==> src/avm7s_pkg.sv <==
// Shared types and constants for the averaging voltmeter with seven-segment scan.
// Used by every module of the block; no dependencies of its own.
`default_nettype none

package avm7s_pkg;

  // Field widths
  localparam int SAMPLE_W = 10;
  localparam int SUM_W    = 16;
  localparam int SCALE_W  = 9;
  localparam int PROD_W   = SUM_W + SCALE_W;
  localparam int DIGIT_W  = 4;
  localparam int DIGITS   = 4;
  localparam int POS_W    = 2;

  // Scaling: hundredths = floor(sum * 500 / (342 * batch))
  localparam logic [SCALE_W-1:0] SCALE_MUL = 9'd500;
  localparam int                 VOLT_DIV  = 342;
  localparam int                 DEC_BASE  = 10;

  // Scan position that carries the decimal point
  localparam logic [POS_W-1:0] DP_POS = 2'd2;

  // Request codes on the input channel
  localparam logic REQ_SAMPLE = 1'b0;
  localparam logic REQ_TICK   = 1'b1;

  typedef struct packed {
    logic                req_type;
    logic [SAMPLE_W-1:0] sample;
  } in_item_t;

  typedef struct packed {
    logic [DIGITS-1:0] digit_enable;
    logic [7:0]        segments;
  } out_item_t;

  typedef enum logic {
    KIND_SAMPLE = 1'b0,
    KIND_TICK   = 1'b1
  } item_kind_t;

  // Entry of the queue between front and back
  typedef struct packed {
    item_kind_t          kind;
    logic [SAMPLE_W-1:0] sample;
  } queue_item_t;

  // Common-anode, active-low segment code; codes above nine blank the digit
  function automatic logic [7:0] seg_code(input logic [DIGIT_W-1:0] d);
    logic [7:0] code;
    unique case (d)
      4'd0:    code = 8'hc0;
      4'd1:    code = 8'hf9;
      4'd2:    code = 8'ha4;
      4'd3:    code = 8'hb0;
      4'd4:    code = 8'h99;
      4'd5:    code = 8'h92;
      4'd6:    code = 8'h82;
      4'd7:    code = 8'hf8;
      4'd8:    code = 8'h80;
      4'd9:    code = 8'h90;
      default: code = 8'hff;
    endcase
    return code;
  endfunction

endpackage

`default_nettype wire

==> src/averaging_voltmeter_seven_segment_top.sv <==
// An accepted scan tick is queued; its transaction is registered into the output when the back end takes it.
// Throughput: one transaction per cycle while no conversion is running and, for a
// tick, the output is free; a sample that closes a batch makes the back end hold
// the queue while the sum is scaled and then split digit by digit by compare-subtract.
// Reset (rst, synchronous) clears the sum, count, scan position, digits
// (display 00.00) and the queue.
`default_nettype none

module averaging_voltmeter_seven_segment_top #(
  parameter int BATCH_SAMPLES = 40
) (
  input  wire                   clk,
  input  wire                   rst,
  input  wire                   in_valid,
  output logic                  in_stall,
  input  avm7s_pkg::in_item_t   in_data,
  output logic                  out_valid,
  input  wire                   out_stall,
  output avm7s_pkg::out_item_t  out_data
);
  import avm7s_pkg::*;

  logic        q_valid;
  logic        q_take;
  queue_item_t q_item;

  avm7s_front u_front (
    .clk      (clk),
    .rst      (rst),
    .in_valid (in_valid),
    .in_stall (in_stall),
    .in_data  (in_data),
    .q_valid  (q_valid),
    .q_item   (q_item),
    .q_take   (q_take)
  );

  avm7s_back #(
    .BATCH_SAMPLES (BATCH_SAMPLES)
  ) u_back (
    .clk       (clk),
    .rst       (rst),
    .q_valid   (q_valid),
    .q_item    (q_item),
    .q_take    (q_take),
    .out_valid (out_valid),
    .out_stall (out_stall),
    .out_data  (out_data)
  );

endmodule

`default_nettype wire

==> src/avm7s_front.sv <==
// Front end: accepts input transactions, classifies them and queues them.
// Depends on avm7s_pkg for the item and queue entry types.
`default_nettype none

module avm7s_front (
  input  wire                    clk,
  input  wire                    rst,
  input  wire                    in_valid,
  output logic                   in_stall,
  input  avm7s_pkg::in_item_t    in_data,
  output logic                   q_valid,
  output avm7s_pkg::queue_item_t q_item,
  input  wire                    q_take
);
  import avm7s_pkg::*;

  localparam int QDEPTH = 2;

  queue_item_t      entries [QDEPTH];
  logic             wr_ptr;
  logic             rd_ptr;
  logic [1:0]       count;
  logic             push;
  logic             pop;
  queue_item_t      classified;

  // Classify the incoming transaction
  always_comb begin
    classified.kind   = (in_data.req_type == REQ_TICK) ? KIND_TICK : KIND_SAMPLE;
    classified.sample = in_data.sample;
  end

  assign in_stall = (count == 2'(QDEPTH));
  assign push     = in_valid && !in_stall;
  assign pop      = q_take && q_valid;
  assign q_valid  = (count != 2'd0);
  assign q_item   = entries[rd_ptr];

  // Store the entry
  always_ff @(posedge clk) begin
    if (push) begin
      entries[wr_ptr] <= classified;
    end
  end

  // Advance pointers and occupancy
  always_ff @(posedge clk) begin
    if (rst) begin
      wr_ptr <= 1'b0;
      rd_ptr <= 1'b0;
      count  <= 2'd0;
    end else begin
      if (push) begin
        wr_ptr <= ~wr_ptr;
      end
      if (pop) begin
        rd_ptr <= ~rd_ptr;
      end
      case ({push, pop})
        2'b10:   count <= count + 2'd1;
        2'b01:   count <= count - 2'd1;
        default: count <= count;
      endcase
    end
  end

endmodule

`default_nettype wire

==> src/avm7s_conv.sv <==
// Batch-end conversion: scales the sum to hundredths of a volt and splits it
// into decimal digits by compare-subtract, one digit per cycle. Uses avm7s_pkg.
`default_nettype none

module avm7s_conv #(
  parameter int BATCH_SAMPLES = 40
) (
  input  wire                                                    clk,
  input  wire                                                    rst,
  input  wire                                                    start,
  input  wire  [avm7s_pkg::SUM_W-1:0]                            sum,
  output logic                                                   busy,
  output logic [avm7s_pkg::DIGITS-1:0][avm7s_pkg::DIGIT_W-1:0]   digits
);
  import avm7s_pkg::*;

  localparam int               DIVISOR   = VOLT_DIV * BATCH_SAMPLES;
  localparam int               WORK_W    = 32;
  localparam logic [POS_W-1:0] TOP_PLACE = POS_W'(DIGITS - 1);

  typedef enum logic [1:0] {
    ST_IDLE,
    ST_MUL,
    ST_DIGIT
  } state_t;

  state_t              state;
  logic [POS_W-1:0]    place;
  logic [SUM_W-1:0]    held_sum;
  logic [WORK_W-1:0]   rest;

  logic [DIGIT_W-1:0]  digit_val;
  logic [WORK_W-1:0]   digit_sub;

  // Scaled weight of mult counts of the digit at place p
  function automatic logic [WORK_W-1:0] place_step(input logic [POS_W-1:0] p,
                                                   input int mult);
    int weight;
    case (p)
      2'd0:    weight = mult * DIVISOR;
      2'd1:    weight = mult * DIVISOR * DEC_BASE;
      2'd2:    weight = mult * DIVISOR * DEC_BASE * DEC_BASE;
      default: weight = mult * DIVISOR * DEC_BASE * DEC_BASE * DEC_BASE;
    endcase
    return WORK_W'(weight);
  endfunction

  // Pick the largest digit whose scaled weight still fits the remainder
  always_comb begin
    digit_val = '0;
    digit_sub = '0;
    for (int j = 1; j < DEC_BASE; j++) begin
      if (rest >= place_step(place, j)) begin
        digit_val = DIGIT_W'(j);
        digit_sub = place_step(place, j);
      end
    end
  end

  assign busy = (state != ST_IDLE);

  // Capture the sum, scale it, then peel digits from the top place down
  always_ff @(posedge clk) begin
    if (rst) begin
      state  <= ST_IDLE;
      place  <= TOP_PLACE;
      digits <= '0;
    end else begin
      unique case (state)
        ST_IDLE: begin
          if (start) begin
            held_sum <= sum;
            state    <= ST_MUL;
          end
        end
        ST_MUL: begin
          rest  <= WORK_W'(PROD_W'(held_sum) * PROD_W'(SCALE_MUL));
          place <= TOP_PLACE;
          state <= ST_DIGIT;
        end
        ST_DIGIT: begin
          rest          <= rest - digit_sub;
          digits[place] <= digit_val;
          place         <= place - POS_W'(1);
          if (place == '0) begin
            state <= ST_IDLE;
          end
        end
        default: state <= ST_IDLE;
      endcase
    end
  end

endmodule

`default_nettype wire

==> src/avm7s_back.sv <==
// Back end: accumulates samples, starts the conversion at batch end and
// drives one scan transaction per tick. Uses avm7s_pkg and avm7s_conv.
`default_nettype none

module avm7s_back #(
  parameter int BATCH_SAMPLES = 40
) (
  input  wire                    clk,
  input  wire                    rst,
  input  wire                    q_valid,
  input  avm7s_pkg::queue_item_t q_item,
  output logic                   q_take,
  output logic                   out_valid,
  input  wire                    out_stall,
  output avm7s_pkg::out_item_t   out_data
);
  import avm7s_pkg::*;

  localparam int           CW        = $clog2(BATCH_SAMPLES + 1);
  localparam logic [CW:0]  BATCH_END = (CW + 1)'(BATCH_SAMPLES);

  logic [SUM_W-1:0]                   sample_sum;
  logic [CW-1:0]                      sample_count;
  logic [POS_W-1:0]                   scan_position;
  logic [DIGITS-1:0][DIGIT_W-1:0]     shown_digits;

  logic                               conv_busy;
  logic                               conv_start;
  logic                               is_tick;
  logic                               out_free;
  logic                               take_sample;
  logic                               take_tick;
  logic [SUM_W-1:0]                   sum_next;
  logic [CW:0]                        count_inc;
  logic                               batch_done;
  logic [7:0]                         seg_next;

  avm7s_conv #(
    .BATCH_SAMPLES (BATCH_SAMPLES)
  ) u_conv (
    .clk    (clk),
    .rst    (rst),
    .start  (conv_start),
    .sum    (sum_next),
    .busy   (conv_busy),
    .digits (shown_digits)
  );

  // Pick the head of the queue when the digits are settled and, for a tick,
  // when the output register can take it
  always_comb begin
    is_tick     = (q_item.kind == KIND_TICK);
    out_free    = !out_valid || !out_stall;
    q_take      = q_valid && !conv_busy && (!is_tick || out_free);
    take_sample = q_take && !is_tick;
    take_tick   = q_take && is_tick;
    sum_next    = sample_sum + SUM_W'(q_item.sample);
    count_inc   = {1'b0, sample_count} + (CW + 1)'(1);
    batch_done  = (count_inc == BATCH_END);
    conv_start  = take_sample && batch_done;
    seg_next    = seg_code(shown_digits[scan_position]);
    if (scan_position == DP_POS) begin
      seg_next[7] = 1'b0;
    end
  end

  // Accumulate samples; clear at batch end
  always_ff @(posedge clk) begin
    if (rst) begin
      sample_sum   <= '0;
      sample_count <= '0;
    end else if (take_sample) begin
      if (batch_done) begin
        sample_sum   <= '0;
        sample_count <= '0;
      end else begin
        sample_sum   <= sum_next;
        sample_count <= count_inc[CW-1:0];
      end
    end
  end

  // Drive the scan transaction and advance the position
  always_ff @(posedge clk) begin
    if (rst) begin
      out_valid     <= 1'b0;
      scan_position <= '0;
    end else begin
      if (take_tick) begin
        out_valid     <= 1'b1;
        scan_position <= scan_position + POS_W'(1);
      end else if (!out_stall) begin
        out_valid <= 1'b0;
      end
    end
  end

  always_ff @(posedge clk) begin
    if (take_tick) begin
      out_data.digit_enable <= ~(DIGITS'(1) << scan_position);
      out_data.segments     <= seg_next;
    end
  end

  // Nothing leaves the queue while the digits are being rewritten
  assert property (@(posedge clk) disable iff (rst) conv_busy |-> !q_take)
    else $error("queue drained during conversion");

  // A conversion starts only from an accepted sample
  assert property (@(posedge clk) disable iff (rst) conv_start |-> (q_take && !is_tick))
    else $error("conversion started without a sample");

  // Starting a conversion makes it busy on the next cycle
  assert property (@(posedge clk) disable iff (rst) conv_start |=> conv_busy)
    else $error("conversion did not start");

  // An accepted tick yields a result on the next cycle
  assert property (@(posedge clk) disable iff (rst) take_tick |=> out_valid)
    else $error("tick lost");

  // The batch counter never reaches the batch size
  assert property (@(posedge clk) disable iff (rst)
                   ({1'b0, sample_count} != BATCH_END))
    else $error("batch counter overran");

endmodule

`default_nettype wire

==> config.mk <==
export PLATFORM = sky130hd
export DESIGN_NAME = averaging_voltmeter_seven_segment_top
export DESIGN_NICKNAME = d
export VERILOG_FILES = /design/src/avm7s_pkg.sv /design/src/averaging_voltmeter_seven_segment_top.sv /design/src/avm7s_front.sv /design/src/avm7s_conv.sv /design/src/avm7s_back.sv
export SDC_FILE = /design/constraint.sdc
export NUM_CORES = 1
export LEC_CHECK = 0
export BUFFER_PORTS_ARGS = -buffer_cell sky130_fd_sc_hd__buf_2
export CORE_MARGIN = 3
export CORE_UTILIZATION = 65
export CTS_BUF_LIST = sky130_fd_sc_hd__clkbuf_4 sky130_fd_sc_hd__clkbuf_8 sky130_fd_sc_hd__clkbuf_16
export CTS_CLUSTER_SIZE = 30
export DETAILED_ROUTE_END_ITERATION = 6
export PLACE_DENSITY = 0.82
export SLEW_MARGIN = 20
export SYNTH_ARGS = -nofsm -noshare
export SYNTH_HDL_FRONTEND = slang
export SYNTH_SLANG_ARGS = --single-unit
export TNS_END_PERCENT = 20
==> constraint.sdc <==
create_clock -name clk -period 16.56 [get_ports clk]
set_input_delay 0.828 -clock clk [delete_from_list [all_inputs] [get_ports clk]]
set_output_delay 0.828 -clock clk [all_outputs]
set_load 0.01 [all_outputs]
==> results.md <==
* Setup bufs post-CTS at 0
* Die width at 151 um
* Nets at 1775
* Area of the core at 20400 um^2
* Sequential share of the synthesized area at 24.9%
* Clock root buffer: clkbuf_16
* Top FF cell, synth: edfxtp_1
* Critical Path Slowest Stage Cell: a2111oi_0
* Setup-failing EPs final at 0
* Sw frac at 35.9%
* Via Count at 12262
* Met3 Wirelength at 3.19 mm
* Buffer levels on the longest clock path at 2
* Gp weighted congestion at 1.02
* Met1 wire length at 16.1 mm
* Fmax at 0.126 GHz
* Post-synthesis async set-or-reset flop share at 0%
* Hold Startpoint: u_back.u_conv.digits[8]$_SDFFE_PP0P_
* Final hold vios at 0
* DR pass1 iterations at 7
* Comb pwr share at 30.0%
* Static leakage at 0.00589 uW
* Synth cell types at 88
* Syn Inst Count at 1490
* Share of layout cells above drive strength 1 at 7.80%
* Sequential share of power at 37.6%
* Slowest stage delay, CP at 0.53 ns
* Peak supply drop at 99.2 uV
* Total Routed Length at 39.8 mm
* CP Max Fanout at 27
* Vias in the first global route at 11923
* Post-Synthesis Cell Area at 13600 um^2
* Failing checks: DRC
* Kind of end point of the critical path: flop
* Ys Warns at 0
* Top Metal Used: met4
* Crit path DAT at 8.24 ns
* Clock Skews at 0.0107 ns
* WL per Instance at 22.3 um
* Worst Setup SP: u_back.u_conv.place[1]$_SDFFE_PP1N_
* Worst Path Required at 16.83 ns
* Critical path class: reg -> reg
* Rows at 52
* Worst-path clk slew at 0.07 ns
* Status: finished, violations left
* P_sw at 433 uW
* Clk_lat worst skew at 0.43 ns
* Synthesized Nets at 1765
* Inserted Clock Buffers at 17
* Die height at 151 um
* Post-route ant nets at 0
* I/O Buffers at 28
* Initial Util at 66.8%
* RSZ-0062 raised after global routing: no
* # diodes at 0
* Final Max Slew Viols at 0
* WL met2 at 18.7 mm
* Crit path launch type: flop
* Pin count of the biggest net entering global routing at 66
* P_int at 773 uW
* Boundary Pins at 29
* Storage cell area at 3400 um^2
* Fin Setup TNS at 0 ns
* Remaining DRCs at 40
* Via density at 6.88
* Final Cycle Share at 48.1%
* Die area at 22800 um^2
* Antenna violations before repair at 0
* Post-CTS sizing at 0
* Multi-input logic area at 9800 um^2
* Syn avg cell area at 9.16 um^2
* # hold bufs at CTS at 0
* Crit path time final at 7.96 ns
* Max-Cap Viols at 0
* Reg-to-reg startpoint: u_back.u_conv.place[1]$_SDFFE_PP1N_
* Clk sinks at 130
* Post-synth EDFFs at 80
* Htree depth at 4
* Fin Hold WS at 0.460 ns
* Slew @ Worst Pin at 1.01 ns
* Grt total ovfl at 0
* Fill cell count at 1504
* 1st-iter DRT viols at 1057
* First-pass GRT wire length at 62.4 mm
* Dpl hpwl at 28.9 mm
* Yosys reg bits at 130
* TritonCTS clock tree: yes
* Clock power frac at 32.4%
* Area Overhead vs Synth at 7.18%
* Worst min path class: reg -> reg
* Overall Global Routing Usage at 34.9%
* Power per cell area at 82.4 nW/um^2
* Slew margin rel. at 32.6%
==> cell usage after synthesis, types with 15 or more instances <==
cell	number	share of area (%)
a211oi_1	15	0.83
a21o_1	26	1.4
a21oi_1	115	4.2
a31oi_1	24	1.1
clkbuf_1	38	1.0
dfxtp_1	50	7.3
edfxtp_1	80	18
fa_1	56	8.2
ha_1	204	19
inv_1	61	1.7
nand2_1	98	2.7
nand3_1	45	1.7
nand4_1	29	1.3
nor2_1	124	3.4
nor2b_1	19	0.87
nor3_1	23	0.84
o211ai_1	21	1.2
o21a_1	25	1.4
o21ai_0	92	3.4
xnor2_1	28	1.8
xor2_1	26	1.7
==> layout by cell type, fill, tap and decap left out, types with 17 or more instances in the layout <==
master       n
a21o_1      26
a21oi_1    115
a31oi_1     24
buf_2       28
clkbuf_16   17
dfxtp_1     50
edfxtp_1    80
fa_1        56
ha_1       203
inv_1       61
nand2_1     98
nand3_1     45
nand4_1     29
nor2_1     124
nor2b_1     18
nor3_1      23
o211ai_1    21
o21a_1      25
o21ai_0     91
xnor2_1     28
xor2_1      26
==> final cells by class <==
class / count / share of cell area [%]
sequential: 130 / 23.3
tap: 270 / 2.31
timing repair buffer: 43 / 1.73
inverter: 62 / 1.59
clock inverter: 14 / 1.16
multi-input combinational: 1246 / 67.0
clock buffer: 18 / 2.96
==> power by group through the flow <==
stage / clock (uW) / sequential [uW] / combinational [uW]
6_report: 391 / 453 / 362
5_1_grt: 405 / 457 / 398
4_1_cts: 394 / 451 / 356
3_5_place_dp: 0 / 457 / 350
3_3_place_gp: 0 / 455 / 338
2_1_floorplan: 0 / 439 / 267
==> metal layers <==
metal	GRT usage [%]	vias to the layer above
li1	-	5701
met1	45.0	5850
met2	56.3	569
met3	6.97	142
met4	16.8	0
met5	0	-
==> sequential cells by signal, summed over array words and instances (netlist names), named ones only <==
register                flops
u_back.sample_sum          16
u_back.u_conv.place         2
u_front.wr_ptr              1
u_back.out_data            12
u_front.rd_ptr              1
u_back.u_conv.digits       16
u_front.count               2
u_back.u_conv.rest         30
u_back.out_valid            1
u_front.entries            22
u_back.u_conv.held_sum     16
u_back.sample_count         6
u_back.u_conv.state         2
u_back.scan_position        2
==> worst max-delay path, delay by kind of cell, from the launching register on <==
kind	cells	cell delay, ns
AOI/OAI and AO/OA	12	3.33
adders and majority gates	3	1.07
buffers and inverters	3	0.95
DFF	1	0.52
muxes	1	0.20
and+or+nand+nor	6	1.73
==> path summary, 6_finish.rpt <==
path | to | slack (ns) | depth (start not counted)
min reg2reg | u_back.u_conv.digits[8]$_SDFFE_PP0P_ | 0.46 | 2
max | u_back.u_conv.rest[29]$_SDFFCE_PN0P_ | 8.60 | 25
min | u_back.u_conv.digits[8]$_SDFFE_PP0P_ | 0.46 | 2
max reg2reg | u_back.u_conv.rest[29]$_SDFFCE_PN0P_ | 8.60 | 25
==> per-stage QoR <==
step	power [uW]	cells	setup slack, ns	utilization (%)	instance area [um^2]
2_1_floorplan	706	1490	10.37	-	13600
3_3_place_gp	793	1751	8.93	68.6	14000
3_5_place_dp	807	1751	8.83	68.6	14000
4_1_cts	1200	1783	8.76	71.6	14600
5_1_grt	1260	1783	8.22	71.6	14600
6_report	1210	1783	8.60	71.6	14600
==> cell families (layout without fill, tap and decap cells) <==
group	Yosys count	after routing	synth area share (%)
AO/OA/AOI/OAI	458	458	22.4
XOR/XNOR	54	54	3.47
adder cells (fa/ha/maj)	260	260	26.9
buffers and inverters	114	137	3.31
flip-flops	130	130	24.9
multiplexers	24	24	2.15
AND/OR/NAND/NOR	450	450	16.8
(Power assumes the default switching activity.)
